<file path="config.mk">
export PLATFORM = sky130hd
export DESIGN_NAME = ae_histogram_line_parser_flat
export DESIGN_NICKNAME = d
export VERILOG_FILES = /design/src/rtl/core/ahlp_pkg.sv /design/src/rtl/core/ahlp_in_if.sv /design/src/rtl/core/ahlp_out_if.sv /design/src/rtl/core/ahlp_div.sv /design/src/rtl/core/ahlp_datapath.sv /design/src/rtl/core/ahlp_ctrl.sv /design/src/rtl/core/ae_histogram_line_parser.sv /design/src/flat_wrapper.sv
export SDC_FILE = /design/constraint.sdc
export NUM_CORES = 2
export LEC_CHECK = 0
export BUFFER_PORTS_ARGS = -buffer_cell sky130_fd_sc_hd__buf_2
export CAP_MARGIN = 20
export CORE_MARGIN = 1.5
export CORE_UTILIZATION = 35
export CTS_CLUSTER_DIAMETER = 30
export DETAILED_ROUTE_END_ITERATION = 7
export PLACE_DENSITY = 0.46
export SYNTH_ARGS = -nofsm -noshare
export SYNTH_HDL_FRONTEND = slang
export SYNTH_SLANG_ARGS = --single-unit
export TNS_END_PERCENT = 50
</file>
<file path="constraint.sdc">
create_clock -name i_clk -period 11.9 [get_ports i_clk]
set_clock_uncertainty 0.2 [all_clocks]
set_input_delay 2.38 -clock i_clk [delete_from_list [all_inputs] [get_ports i_clk]]
set_output_delay 2.38 -clock i_clk [all_outputs]
set_load 0.05 [all_outputs]
</file>
<file path="src/rtl/core/ahlp_pkg.sv">
// shared types, constants and helpers of the exposure histogram line parser
`timescale 1ns / 1ps

package ahlp_pkg;

    localparam int SCALE_BITS_DEF = 16;

    localparam int BYTE_W    = 8;
    localparam int IDX_W     = 8;
    localparam int BIN_W     = 7;
    localparam int POS_W     = 3;
    localparam int LEN_W     = 3;
    localparam int BPP_W     = 4;
    localparam int REGION_W  = 16;
    localparam int CFG_IDX_W = 1;
    localparam int CFG_W     = 16;
    localparam int QUADS_W   = 20;
    localparam int CNT_C_W   = 22;
    localparam int COUNT_W   = 30;
    localparam int AVG_W     = 16;
    localparam int STATUS_W  = 3;
    localparam int MIN_B_W   = 11;
    localparam int EB_W      = 24;

    localparam logic [BYTE_W-1:0] MARKER_BYTE    = 8'h55;
    localparam logic [IDX_W-1:0]  LIN_BINS       = 8'd128;
    localparam logic [IDX_W-1:0]  LOG_BINS       = 8'd9;
    localparam logic [IDX_W-1:0]  CHECK_ENTRY    = LIN_BINS + LOG_BINS;
    localparam logic [IDX_W-1:0]  MIN_ENTRIES    = 8'd144;
    localparam logic [4:0]        LOG_SHIFT_BASE = 5'd17;
    localparam logic [1:0]        LOG_WEIGHT_MUL = 2'd3;
    localparam logic [LEN_W-1:0]  MIN_ENTRY_LEN  = 3'd4;

    localparam logic [POS_W-1:0] POS_MARKER = 3'd3;
    localparam logic [POS_W-1:0] POS_CHECK  = 3'd2;

    localparam logic [CFG_IDX_W-1:0] CFG_BPP    = 1'b0;
    localparam logic [CFG_IDX_W-1:0] CFG_REGION = 1'b1;

    typedef enum logic [STATUS_W-1:0] {
        ST_OK        = 3'd0,
        ST_NO_PIXELS = 3'd1,
        ST_NO_MARKER = 3'd2,
        ST_MISMATCH  = 3'd3,
        ST_TOO_SHORT = 3'd4
    } t_status;

    // controller to datapath
    typedef struct packed {
        logic             clear;
        logic             load_byte;
        logic             pos0;
        logic [IDX_W-1:0] idx;
        logic             mark_lin;
        logic             mark_log;
        logic             push_bin;
        logic             push_final;
        t_status          final_status;
        logic             use_avg;
        logic             start_div;
    } t_cmd;

    // datapath to controller
    typedef struct packed {
        logic [LEN_W-1:0] entry_len;
        logic             region_short;
        logic             marker_ok;
        logic             chk_eq;
        logic             count_zero;
        logic             div_done;
        logic             room;
    } t_stat;

    typedef struct packed {
        logic                kind;
        logic [BIN_W-1:0]    bin_index;
        logic [QUADS_W-1:0]  bin_quads;
        logic [AVG_W-1:0]    average;
        logic [STATUS_W-1:0] status;
        logic                last;
    } t_result;

    function automatic logic [LEN_W-1:0] entry_len(input logic [BPP_W-1:0] bpp);
        logic [LEN_W-1:0] n;
        n = bpp[BPP_W-1:1];
        return (n < MIN_ENTRY_LEN) ? MIN_ENTRY_LEN : n;
    endfunction

endpackage

</file>
<file path="src/rtl/core/ahlp_in_if.sv">
// byte channel into the histogram line parser
`timescale 1ns / 1ps

interface ahlp_in_if;
    import ahlp_pkg::*;

    logic              valid;
    logic              ready;
    logic [BYTE_W-1:0] data_byte;
    logic              first;

    modport source (output valid, data_byte, first, input ready);
    modport sink   (input valid, data_byte, first, output ready);
endinterface

</file>
<file path="src/rtl/core/ahlp_out_if.sv">
// result channel out of the histogram line parser
`timescale 1ns / 1ps

interface ahlp_out_if;
    import ahlp_pkg::*;

    logic                valid;
    logic                ready;
    logic                kind;
    logic [BIN_W-1:0]    bin_index;
    logic [QUADS_W-1:0]  bin_quads;
    logic [AVG_W-1:0]    average;
    logic [STATUS_W-1:0] status;
    logic                last;

    modport source (output valid, kind, bin_index, bin_quads, average, status, last,
                    input ready);
    modport sink   (input valid, kind, bin_index, bin_quads, average, status, last,
                    output ready);
endinterface

</file>
<file path="src/rtl/core/ahlp_div.sv">
// restoring divider, one quotient bit per cycle, saturated quotient
`timescale 1ns / 1ps

module ahlp_div #(
    parameter int WS_W = 45
) (
    input  logic                         i_clk,
    input  logic                         i_rst_n,
    input  logic                         i_start,
    input  logic [WS_W-1:0]              i_dividend,
    input  logic [ahlp_pkg::COUNT_W-1:0] i_divisor,
    output logic                         o_done,
    output logic [ahlp_pkg::AVG_W-1:0]   o_quot
);
    import ahlp_pkg::*;

    localparam int CNT_W = $clog2(WS_W + 1);

    logic               r_busy;
    logic               r_done;
    logic [CNT_W-1:0]   r_cnt;
    logic [COUNT_W-1:0] r_rem;
    logic [COUNT_W-1:0] r_d;
    logic [WS_W-1:0]    r_q;

    logic [COUNT_W:0]   rem_sh;
    logic [COUNT_W:0]   diff;
    logic               ge;

    always_comb begin
        rem_sh = {r_rem, r_q[WS_W-1]};
        diff   = rem_sh - {1'b0, r_d};
        ge     = (rem_sh >= {1'b0, r_d});
    end

    always_ff @(posedge i_clk) begin
        if (!i_rst_n) begin
            r_busy <= 1'b0;
            r_done <= 1'b0;
            r_cnt  <= '0;
        end else begin
            r_done <= 1'b0;
            if (i_start) begin
                r_busy <= 1'b1;
                r_cnt  <= CNT_W'(WS_W);
            end else if (r_busy) begin
                r_cnt <= r_cnt - 1'b1;
                if (r_cnt == CNT_W'(1)) begin
                    r_busy <= 1'b0;
                    r_done <= 1'b1;
                end
            end
        end
    end

    always_ff @(posedge i_clk) begin
        if (i_start) begin
            r_rem <= '0;
            r_d   <= i_divisor;
            r_q   <= i_dividend;
        end else if (r_busy) begin
            r_rem <= ge ? diff[COUNT_W-1:0] : rem_sh[COUNT_W-1:0];
            r_q   <= {r_q[WS_W-2:0], ge};
        end
    end

    assign o_done = r_done;
    assign o_quot = (|r_q[WS_W-1:AVG_W]) ? {AVG_W{1'b1}} : r_q[AVG_W-1:0];

endmodule

</file>
<file path="src/rtl/core/ahlp_datapath.sv">
// configuration, entry assembly, accumulators and result buffer
`timescale 1ns / 1ps

module ahlp_datapath #(
    parameter int SCALE_BITS = ahlp_pkg::SCALE_BITS_DEF
) (
    input  logic                           i_clk,
    input  logic                           i_rst_n,
    input  logic                           i_cfg_we,
    input  logic [ahlp_pkg::CFG_IDX_W-1:0] i_cfg_idx,
    input  logic [ahlp_pkg::CFG_W-1:0]     i_cfg_data,
    input  logic [ahlp_pkg::BYTE_W-1:0]    i_data_byte,
    input  ahlp_pkg::t_cmd                 i_cmd,
    output ahlp_pkg::t_stat                o_stat,
    output logic                           o_res_valid,
    output ahlp_pkg::t_result              o_res,
    input  logic                           i_res_ready
);
    import ahlp_pkg::*;

    localparam int WT_W   = SCALE_BITS;
    localparam int PROD_W = CNT_C_W + WT_W;
    localparam int WS_W   = SCALE_BITS + 29;
    localparam logic [SCALE_BITS+1:0] LOG_BASE = {LOG_WEIGHT_MUL, {SCALE_BITS{1'b0}}};

    logic [BPP_W-1:0]    r_bpp;
    logic [REGION_W-1:0] r_region;
    logic [EB_W-1:0]     r_eb;
    logic [COUNT_W-1:0]  r_count;
    logic [WS_W-1:0]     r_wsum;
    logic [QUADS_W-1:0]  r_sq;
    logic [PROD_W-1:0]   r_prod;
    logic                r_pend;
    logic                r_v0;
    logic                r_v1;
    t_result             r_q0;
    t_result             r_q1;

    logic [LEN_W-1:0]      len;
    logic [MIN_B_W-1:0]    min_bytes;
    logic [CNT_C_W-1:0]    c;
    logic [QUADS_W-1:0]    quads;
    logic [QUADS_W-1:0]    chk;
    logic [IDX_W-1:0]      li_full;
    logic [4:0]            shamt;
    logic [SCALE_BITS+1:0] log_full;
    logic [WT_W-1:0]       w_lin;
    logic [WT_W-1:0]       w_log;
    logic [WT_W-1:0]       w;
    logic                  acc_en;
    logic                  div_done;
    logic [AVG_W-1:0]      div_quot;
    logic                  push;
    logic                  pop;
    t_result               res_push;

    always_ff @(posedge i_clk) begin
        if (!i_rst_n) begin
            r_bpp    <= BPP_W'(10);
            r_region <= '0;
        end else if (i_cfg_we) begin
            unique case (i_cfg_idx)
                CFG_BPP:    r_bpp    <= i_cfg_data[BPP_W-1:0];
                CFG_REGION: r_region <= i_cfg_data[REGION_W-1:0];
                default:    ;
            endcase
        end
    end

    always_comb begin
        len       = entry_len(r_bpp);
        min_bytes = MIN_B_W'(MIN_ENTRIES) * MIN_B_W'(len);
        c         = r_eb[EB_W-1:2];
        quads     = r_eb[EB_W-1:4];
        // check entry is compared at its third byte, so the high nibble comes live
        chk       = {r_eb[15:0], i_data_byte[7:4]};
        // linear weight: idx * 2^(s-7) + 2^(s-8)
        w_lin     = {i_cmd.idx[BIN_W-1:0], 1'b1, {(SCALE_BITS-8){1'b0}}};
        li_full   = i_cmd.idx - LIN_BINS;
        shamt     = LOG_SHIFT_BASE - {1'b0, li_full[3:0]};
        log_full  = LOG_BASE >> shamt;
        w_log     = log_full[WT_W-1:0];
        w         = i_cmd.mark_lin ? w_lin : w_log;
        acc_en    = (i_cmd.mark_lin && (i_cmd.idx != '0)) || i_cmd.mark_log;
    end

    always_ff @(posedge i_clk) begin
        if (i_cmd.load_byte) begin
            r_eb <= i_cmd.pos0 ? {{(EB_W-BYTE_W){1'b0}}, i_data_byte}
                               : {r_eb[EB_W-BYTE_W-1:0], i_data_byte};
        end
        if (acc_en) begin
            r_prod <= PROD_W'(c) * PROD_W'(w);
        end
        if (i_cmd.clear) begin
            r_count <= '0;
            r_wsum  <= '0;
            r_sq    <= '0;
        end else begin
            // product of the previous marker is registered first and added in the cycle after
            if (r_pend) begin
                r_wsum <= r_wsum + {{(WS_W-PROD_W){1'b0}}, r_prod};
            end
            if (acc_en) begin
                r_count <= r_count + {{(COUNT_W-CNT_C_W){1'b0}}, c};
            end
            if (i_cmd.mark_lin && (i_cmd.idx == IDX_W'(1))) begin
                r_sq <= quads;
            end
        end
    end

    always_ff @(posedge i_clk) begin
        if (!i_rst_n) begin
            r_pend <= 1'b0;
        end else begin
            r_pend <= acc_en && !i_cmd.clear;
        end
    end

    ahlp_div #(
        .WS_W (WS_W)
    ) u_div (
        .i_clk      (i_clk),
        .i_rst_n    (i_rst_n),
        .i_start    (i_cmd.start_div),
        .i_dividend (r_wsum),
        .i_divisor  (r_count),
        .o_done     (div_done),
        .o_quot     (div_quot)
    );

    always_comb begin
        res_push = '0;
        if (i_cmd.push_final) begin
            res_push.kind    = 1'b1;
            res_push.average = i_cmd.use_avg ? div_quot : '0;
            res_push.status  = i_cmd.final_status;
            res_push.last    = 1'b1;
        end else begin
            res_push.bin_index = i_cmd.idx[BIN_W-1:0];
            res_push.bin_quads = quads;
            res_push.status    = ST_OK;
        end
        push = i_cmd.push_bin || i_cmd.push_final;
        pop  = r_v0 && i_res_ready;
    end

    // two-entry result buffer
    always_ff @(posedge i_clk) begin
        if (!i_rst_n) begin
            r_v0 <= 1'b0;
            r_v1 <= 1'b0;
        end else begin
            if (pop) begin
                r_v0 <= r_v1 || push;
                r_v1 <= r_v1 && push;
            end else if (push) begin
                r_v0 <= 1'b1;
                r_v1 <= r_v0;
            end
        end
    end

    always_ff @(posedge i_clk) begin
        if (pop) begin
            r_q0 <= r_v1 ? r_q1 : res_push;
            r_q1 <= res_push;
        end else if (push) begin
            if (r_v0) begin
                r_q1 <= res_push;
            end else begin
                r_q0 <= res_push;
            end
        end
    end

    always_comb begin
        o_stat.entry_len    = len;
        o_stat.region_short = r_region < REGION_W'(min_bytes);
        o_stat.marker_ok    = (i_data_byte == MARKER_BYTE);
        o_stat.chk_eq       = (chk == r_sq);
        o_stat.count_zero   = (r_count == '0);
        o_stat.div_done     = div_done;
        o_stat.room         = !r_v1;
    end

    assign o_res_valid = r_v0;
    assign o_res       = r_q0;

    a_buf_order: assert property (@(posedge i_clk) disable iff (!i_rst_n)
        r_v1 |-> r_v0)
        else $error("second buffer entry valid without a head entry");

    a_buf_overflow: assert property (@(posedge i_clk) disable iff (!i_rst_n)
        (push && r_v1) |-> pop)
        else $error("result pushed into a full buffer");

endmodule

</file>
<file path="src/rtl/core/ahlp_ctrl.sv">
// line sequencer: byte and entry counters, decisions and result commands
`timescale 1ns / 1ps

module ahlp_ctrl (
    input  logic            i_clk,
    input  logic            i_rst_n,
    input  logic            i_valid,
    input  logic            i_first,
    output logic            o_ready,
    input  ahlp_pkg::t_stat i_stat,
    output ahlp_pkg::t_cmd  o_cmd
);
    import ahlp_pkg::*;

    typedef enum logic [1:0] {
        S_IDLE,
        S_RUN,
        S_DIV
    } t_state;

    t_state           r_state;
    t_state           n_state;
    logic [POS_W-1:0] r_pos;
    logic [POS_W-1:0] n_pos;
    logic [IDX_W-1:0] r_idx;
    logic [IDX_W-1:0] n_idx;

    logic             acc;
    logic             active;
    logic             finished;
    logic [POS_W-1:0] pos_e;
    logic [IDX_W-1:0] idx_e;
    logic [POS_W:0]   pos_inc;

    always_comb begin
        o_ready  = (r_state != S_DIV) && i_stat.room;
        acc      = i_valid && o_ready;
        active   = acc && (i_first || (r_state == S_RUN));
        pos_e    = i_first ? '0 : r_pos;
        idx_e    = i_first ? '0 : r_idx;
        pos_inc  = {1'b0, pos_e} + 1'b1;
        finished = 1'b0;

        o_cmd              = '0;
        o_cmd.final_status = ST_OK;
        o_cmd.idx          = idx_e;
        o_cmd.clear        = acc && i_first;

        n_state = r_state;
        n_pos   = r_pos;
        n_idx   = r_idx;

        unique case (r_state)
            S_DIV: begin
                if (i_stat.div_done) begin
                    o_cmd.push_final = 1'b1;
                    o_cmd.use_avg    = 1'b1;
                    n_state          = S_IDLE;
                end
            end
            S_IDLE, S_RUN: begin
                if (active && i_first && i_stat.region_short) begin
                    o_cmd.push_final   = 1'b1;
                    o_cmd.final_status = ST_TOO_SHORT;
                    n_state            = S_IDLE;
                end else if (active) begin
                    n_state         = S_RUN;
                    o_cmd.load_byte = (pos_e < POS_MARKER);
                    o_cmd.pos0      = (pos_e == '0);
                    if (idx_e == CHECK_ENTRY) begin
                        if (pos_e == POS_CHECK) begin
                            finished = 1'b1;
                            // mismatch takes precedence over an empty count
                            if (!i_stat.chk_eq) begin
                                o_cmd.push_final   = 1'b1;
                                o_cmd.final_status = ST_MISMATCH;
                                n_state            = S_IDLE;
                            end else if (i_stat.count_zero) begin
                                o_cmd.push_final   = 1'b1;
                                o_cmd.final_status = ST_NO_PIXELS;
                                n_state            = S_IDLE;
                            end else begin
                                o_cmd.start_div = 1'b1;
                                n_state         = S_DIV;
                            end
                        end
                    end else if (pos_e == POS_MARKER) begin
                        if (!i_stat.marker_ok) begin
                            finished           = 1'b1;
                            o_cmd.push_final   = 1'b1;
                            o_cmd.final_status = ST_NO_MARKER;
                            n_state            = S_IDLE;
                        end else if (idx_e < LIN_BINS) begin
                            o_cmd.mark_lin = 1'b1;
                            o_cmd.push_bin = 1'b1;
                        end else begin
                            o_cmd.mark_log = 1'b1;
                        end
                    end
                    if (!finished) begin
                        if (pos_inc >= {1'b0, i_stat.entry_len}) begin
                            n_pos = '0;
                            n_idx = (idx_e < CHECK_ENTRY) ? idx_e + 1'b1 : idx_e;
                        end else begin
                            n_pos = pos_inc[POS_W-1:0];
                            n_idx = idx_e;
                        end
                    end
                end
            end
            default: n_state = S_IDLE;
        endcase
    end

    always_ff @(posedge i_clk) begin
        if (!i_rst_n) begin
            r_state <= S_IDLE;
            r_pos   <= '0;
            r_idx   <= '0;
        end else begin
            r_state <= n_state;
            r_pos   <= n_pos;
            r_idx   <= n_idx;
        end
    end

    a_div_blocks: assert property (@(posedge i_clk) disable iff (!i_rst_n)
        (r_state == S_DIV) |-> !o_ready)
        else $error("byte accepted while dividing");

    a_single_push: assert property (@(posedge i_clk) disable iff (!i_rst_n)
        !(o_cmd.push_bin && o_cmd.push_final))
        else $error("two results in one cycle");

    a_div_enter: assert property (@(posedge i_clk) disable iff (!i_rst_n)
        o_cmd.start_div |=> (r_state == S_DIV))
        else $error("divider started without entering the divide state");

endmodule

</file>
<file path="src/rtl/core/ae_histogram_line_parser.sv">
// top level of the exposure histogram line parser
//
// i_in carries one embedded-data byte per transfer; first marks the first
// byte of a line. o_out carries results: one per linear bin (kind 0, at the
// marker byte of the bin) and one final result per line (kind 1, last 1)
// with the average and a status. The config port writes bits_per_pixel
// (index 0) and region_bytes (index 1); the user must do so only while the
// block is idle, which the block itself does not enforce. Throughput: one
// byte per cycle while input is not held off. At the third byte of a
// matching check entry with a nonzero count the average is computed by a
// restoring divider, one quotient bit per cycle; input is held off until
// the final result is buffered. A bin result is registered into the
// result buffer with its marker byte transfer, an error result with the
// offending byte. A two-entry result buffer lets bytes keep flowing while
// a result waits; a stalled receiver holds input off once both entries
// are full. Reset returns the block to idle: bytes are dropped until one
// with first set, and the registers take their defaults (10 and 0).
`timescale 1ns / 1ps

module ae_histogram_line_parser #(
    parameter int SCALE_BITS = ahlp_pkg::SCALE_BITS_DEF
) (
    input  logic                           i_clk,
    input  logic                           i_rst_n,
    input  logic                           i_cfg_we,
    input  logic [ahlp_pkg::CFG_IDX_W-1:0] i_cfg_idx,
    input  logic [ahlp_pkg::CFG_W-1:0]     i_cfg_data,
    ahlp_in_if.sink                        i_in,
    ahlp_out_if.source                     o_out
);
    import ahlp_pkg::*;

    t_cmd    cmd;
    t_stat   stat;
    t_result res;
    logic    res_valid;
    logic    in_ready;

    ahlp_ctrl u_ctrl (
        .i_clk   (i_clk),
        .i_rst_n (i_rst_n),
        .i_valid (i_in.valid),
        .i_first (i_in.first),
        .o_ready (in_ready),
        .i_stat  (stat),
        .o_cmd   (cmd)
    );

    ahlp_datapath #(
        .SCALE_BITS (SCALE_BITS)
    ) u_datapath (
        .i_clk       (i_clk),
        .i_rst_n     (i_rst_n),
        .i_cfg_we    (i_cfg_we),
        .i_cfg_idx   (i_cfg_idx),
        .i_cfg_data  (i_cfg_data),
        .i_data_byte (i_in.data_byte),
        .i_cmd       (cmd),
        .o_stat      (stat),
        .o_res_valid (res_valid),
        .o_res       (res),
        .i_res_ready (o_out.ready)
    );

    assign i_in.ready      = in_ready;
    assign o_out.valid     = res_valid;
    assign o_out.kind      = res.kind;
    assign o_out.bin_index = res.bin_index;
    assign o_out.bin_quads = res.bin_quads;
    assign o_out.average   = res.average;
    assign o_out.status    = res.status;
    assign o_out.last      = res.last;

endmodule
</file>
<file path="src/flat_wrapper.sv">
// flat-port wrapper written by rule: the top's interface ports become plain ports
module ae_histogram_line_parser_flat import ahlp_pkg::*;
#(
    parameter int SCALE_BITS = ahlp_pkg::SCALE_BITS_DEF
)
  (i_clk, i_rst_n, i_cfg_we, i_cfg_idx, i_cfg_data, i_in_valid, i_in_data_byte, i_in_first, i_in_ready, o_out_valid, o_out_kind, o_out_bin_index, o_out_bin_quads, o_out_average, o_out_status, o_out_last, o_out_ready);
  ahlp_in_if i_in_i ();
  ahlp_out_if o_out_i ();
  input  logic i_clk;
  input  logic i_rst_n;
  input  logic i_cfg_we;
  input  logic [ahlp_pkg::CFG_IDX_W-1:0] i_cfg_idx;
  input  logic [ahlp_pkg::CFG_W-1:0] i_cfg_data;
  input wire logic [$bits(i_in_i.valid)-1:0] i_in_valid;
  input wire logic [$bits(i_in_i.data_byte)-1:0] i_in_data_byte;
  input wire logic [$bits(i_in_i.first)-1:0] i_in_first;
  output wire logic [$bits(i_in_i.ready)-1:0] i_in_ready;
  output wire logic [$bits(o_out_i.valid)-1:0] o_out_valid;
  output wire logic [$bits(o_out_i.kind)-1:0] o_out_kind;
  output wire logic [$bits(o_out_i.bin_index)-1:0] o_out_bin_index;
  output wire logic [$bits(o_out_i.bin_quads)-1:0] o_out_bin_quads;
  output wire logic [$bits(o_out_i.average)-1:0] o_out_average;
  output wire logic [$bits(o_out_i.status)-1:0] o_out_status;
  output wire logic [$bits(o_out_i.last)-1:0] o_out_last;
  input wire logic [$bits(o_out_i.ready)-1:0] o_out_ready;
  assign i_in_i.valid = i_in_valid;
  assign i_in_i.data_byte = i_in_data_byte;
  assign i_in_i.first = i_in_first;
  assign i_in_ready = i_in_i.ready;
  assign o_out_valid = o_out_i.valid;
  assign o_out_kind = o_out_i.kind;
  assign o_out_bin_index = o_out_i.bin_index;
  assign o_out_bin_quads = o_out_i.bin_quads;
  assign o_out_average = o_out_i.average;
  assign o_out_status = o_out_i.status;
  assign o_out_last = o_out_i.last;
  assign o_out_i.ready = o_out_ready;
  ae_histogram_line_parser #(.SCALE_BITS(SCALE_BITS)) u_core (.i_clk(i_clk), .i_rst_n(i_rst_n), .i_cfg_we(i_cfg_we), .i_cfg_idx(i_cfg_idx), .i_cfg_data(i_cfg_data), .i_in(i_in_i), .o_out(o_out_i));
endmodule
</file>
==> reports/summary.md <==
The growth of design area from synthesis to finish works out to 17.81%. In this run, synthesis inferred 231 flip-flops with an integrated enable. At the end of routability-driven placement, the weighted congestion stood at 0.8695.

For the number of buffers on the longest clock path, the log shows 3. At the worst endpoint, the required time is 12.12 ns. Averaged over all synthesized cells, the footprint is 9.758 µm². STA puts the critical path data arrival time at 10.87 ns. The tools report the number of inserted filler cells in the final layout as 8983. In the routed layout, each cell is associated on average with a via count of 5.169. The cell type with the highest aggregate area in the netlist is sky130_fd_sc_hd__edfxtp_1. Entering global routing, the biggest net connects 73 pins. The tools report the aggregate global-route resource usage as 19.09%. By area the synthesized netlist is led by sky130_fd_sc_hd__edfxtp_1 (21%), sky130_fd_sc_hd__fa_1 (17%), sky130_fd_sc_hd__dfxtp_1 (10%), sky130_fd_sc_hd__ha_1 (8.5%), sky130_fd_sc_hd__and2_1 (5.0%). The final wirelength was 88640 µm; the synthesized net count was 3846.

sky130_fd_sc_hd__nand2_1 is the most common cell in the netlist. The depth of the worst hold-timing path works out to 2. Number of hold-slack violations in the final timing report: 0. The average routed wire per standard cell is 18.88 µm, and the area of the core region is 91660 µm².

Max-cap violations in this run came to 0. The run finished with clean final reports. The detail route stage leaves a number of antenna-violating nets equal to 0.

The aggregate global routing overflow was 0. Setup repair after global routing left no endpoint under its margin. The largest single stage delay on the critical path is 0.61 ns. The dominant cell type by count on the critical path is sky130_fd_sc_hd__fa_1.

The die covers 94220 µm². During I/O placement, the number of pins put on the boundary was 81. The wire length of the first global-routing pass is 141400 µm. Share of async-settable or async-resettable flops after synthesis: 0%. The critical path start-end classification is input port to flop. Buffers inserted to repair hold after CTS numbered 0. After synthesis, the most frequently instantiated cells are sky130_fd_sc_hd__nand2_1 (358), sky130_fd_sc_hd__inv_1 (340), sky130_fd_sc_hd__fa_1 (281). The share of the clock period used by the worst path is 89.55%. Buffers added to address setup during post-CTS repair amount to 0.

The clock-pin slew reported for the worst setup and hold paths after clock tree synthesis was 0.04 ns; the maximum fanout along the worst path was 22. The total buffers and inverters traversed by the critical path was 6. Static leakage: 15.86 nW. TritonCTS built the clock tree. Type of element launching the critical path: an input port. The count of buffers added on input and output ports is 79. Final HPWL from detailed placement: 64160 µm.

After technology mapping, the gate count stands at 3314. The post-route DRC violation count was 0; the share of synthesized area occupied by flip-flops and latches was 31.60%. The number of cell instances on the worst register-to-register path was 29.

Row generation in the floorplan step produced 111 rows. The height of the die is 307.0 µm, and the number of instances resized during post-cts repair is 0. Grouping stages by cell kind, the critical path spends the most delay in adder cells. STA classifies the critical path endpoint as a flop. The TritonCTS buffer count came out at 110. The share of layout cells above drive strength 1 came out at 12.31%. The number of different library cells used by synthesis comes to 86. For this run, the leading register cell type out of synthesis is sky130_fd_sc_hd__edfxtp_1. The root cell of the clock tree was sky130_fd_sc_hd__clkbuf_16. In this run the worst hold path is classified as flop to flop. For the pin with the worst max-slew slack, the measured transition is 1.087 ns. For this block, the initial DRC count from the detailed router was 1284.

The path with the worst hold slack has its endpoint at u_core.u_datapath.r_sq[10]$_SDFFE_PP0P_. Measured against its own limit, the worst slew margin works out to 27.55%. Power spread over the standard cell area amounts to 136.2 nW/µm². The mapped netlist covers 32340 µm². The first-pass iteration count of the detailed router is 5, and the die span in x is 307.0 µm. The area of the multi-input gates was 20260 µm². After layout, the minimum clock period comes to 10.66 ns. The source-to-sink clock delay at the later pin of the worst-skew pair came out at 0.67 ns. The run gives 2.24 ns as the register-to-register setup slack. Across the whole layout, storage elements account for 10220 µm². The routed layout has 24260 vias. The peak supply drop is 0.1237 mV.

The worst hold path begins at u_core.u_datapath.r_sq[10]$_SDFFE_PP0P_. On the critical path, the stage with the largest delay is an instance of sky130_fd_sc_hd__xor2_1. Static timing analysis puts the maximum clock frequency at 0.09384 GHz. The run gives 0 as the final number of setup-violating endpoints. Setup total negative slack on the finished layout was measured at 0 ns. The flop and latch count out of synthesis was 395. The run gives 0 as the Yosys warning count.

The top cell type's share of synthesized area is 21.45%, and the number of max-slew violations in the final report is 0. The run gives 4 as the initial antenna violation count. 0 antenna diodes ended up in the layout.

The run gives 3944 as the number of nets in the layout. The worst register-to-register path ends at u_core.u_datapath.r_prod[34]$_DFFE_PN_. The run gives 25350 as the number of global-route vias before repair. Cells fill 41.56% of the core in the end. The H-tree depth reported by CTS came out at 3. The logs give 35.28% for the starting density of the core and 395 for the CTS sink count. The worst register-to-register path begins at u_core.u_datapath.r_bpp[3]$_SDFFE_PN1P_.
## per-layer routing
layer | routed length [µm] | GRT usage [%] | part of all wire (%) | up-vias
li1 | - | - | - | 11500
met1 | 39430 | 24.67 | 44 | 12040
met2 | 43100 | 32.51 | 49 | 567
met3 | 3514 | 2.502 | 4.0 | 152
met4 | 2596 | 7.057 | 2.9 | 0
met5 | 0 | 0 | 0 | -
## report_power, final
part,leakage (nW),internal [mW],total (mW),switching (mW)
registers,3.41,1.50,1.54,0.0360
logic,10.5,0.186,0.536,0.349
clock network,1.92,2.22,3.11,0.893
## worst min-delay path: stages (launching register included)
cell and delay, ns:
sky130_fd_sc_hd__dfxtp_1 0.31, sky130_fd_sc_hd__nand2_1 0.05, sky130_fd_sc_hd__a21oi_1 0.05
## flip-flops by register name (all words and copies together) (netlist names), 2 cells and up
register                       flops
u_core.u_datapath.o_res           47
u_core.u_datapath.r_q1            47
u_core.u_datapath.r_wsum          45
u_core.u_datapath.u_div.r_q       45
u_core.u_datapath.r_prod          38
u_core.u_datapath.r_count         30
u_core.u_datapath.u_div.r_d       30
u_core.u_datapath.u_div.r_rem     30
u_core.u_datapath.r_eb            24
u_core.u_datapath.r_sq            20
u_core.u_datapath.r_region        12
u_core.u_ctrl.r_idx                8
u_core.u_datapath.u_div.r_cnt      6
u_core.u_ctrl.r_pos                3
u_core.u_datapath.r_bpp            3
u_core.u_ctrl.r_state              2
## worst max-delay path by stage
| stage | cells past startpoint | endpoint | startpoint |
|---|---|---|---|
| floorplan | 32 | u_core.u_datapath.r_prod[34]$_DFFE_PN_ | i_in_first |
| global placement | 29 | u_core.u_datapath.r_prod[34]$_DFFE_PN_ | i_in_valid |
| detailed placement | 28 | u_core.u_datapath.r_prod[34]$_DFFE_PN_ | i_in_first |
| CTS | 32 | u_core.u_datapath.r_prod[34]$_DFFE_PN_ | i_in_valid |
| global route | 32 | u_core.u_datapath.r_prod[34]$_DFFE_PN_ | i_in_valid |
| finish | 28 | u_core.u_datapath.r_prod[34]$_DFFE_PN_ | i_in_first |
## metrics by stage
step	std cells	setup WS [ns]	total power, mW	cell area [µm²]	hold slack (ns)
2_1_floorplan	3314	1.646	1.930	32340	0.2382
5_1_grt	4694	0.7555	5.384	38100	0.2822
3_3_place_gp	4484	0.7300	2.092	34090	0.2505
4_1_cts	4692	1.343	5.257	38060	0.2620
6_report	4694	1.244	5.187	38100	0.2599
3_5_place_dp	4484	0.7014	2.098	34090	0.2565
## kinds of logic (layout without fill, tap and decap cells)
family          Yosys count  count (layout)  synth area share (%)
simple gates           1087            1087                 17.19
compound gates          570             570                 11.38
fa+ha+maj               501             501                 25.91
buf+inv                 496             690                 5.885
flops                   395             395                 31.60
mux                     139             139                 4.616
xor+xnor                126             126                 3.413
## final cells by class
class                           count  area share (%)
Inverter                          343           3.380
Sequential cell                   395           26.83
Tap cell                         1186           3.895
Multi-Input combinational cell   2423           53.19
Timing Repair Buffer              139           2.286
Clock inverter                     57           2.230
Clock buffer                      151           8.191
## placed cells by master, fill, tap and decap left out, drive strengths merged, types with 16 or more instances in the layout
master / n
mux2: 81
buf: 139
ha: 220
inv: 344
and3: 27
a21boi: 25
dfxtp: 164
xnor2: 77
nor3: 44
nor2: 143
nand2b: 32
nor2b: 38
clkbuf: 151
mux2i: 58
clkinv: 31
nand2: 358
o21ai: 115
a211oi: 30
and2: 260
bufinv: 19
a21oi: 173
o21a: 38
fa: 281
xor2: 49
o21bai: 16
a21o: 70
nor4: 28
nand4: 23
edfxtp: 231
nand3: 55
(Power assumes the default switching activity.)
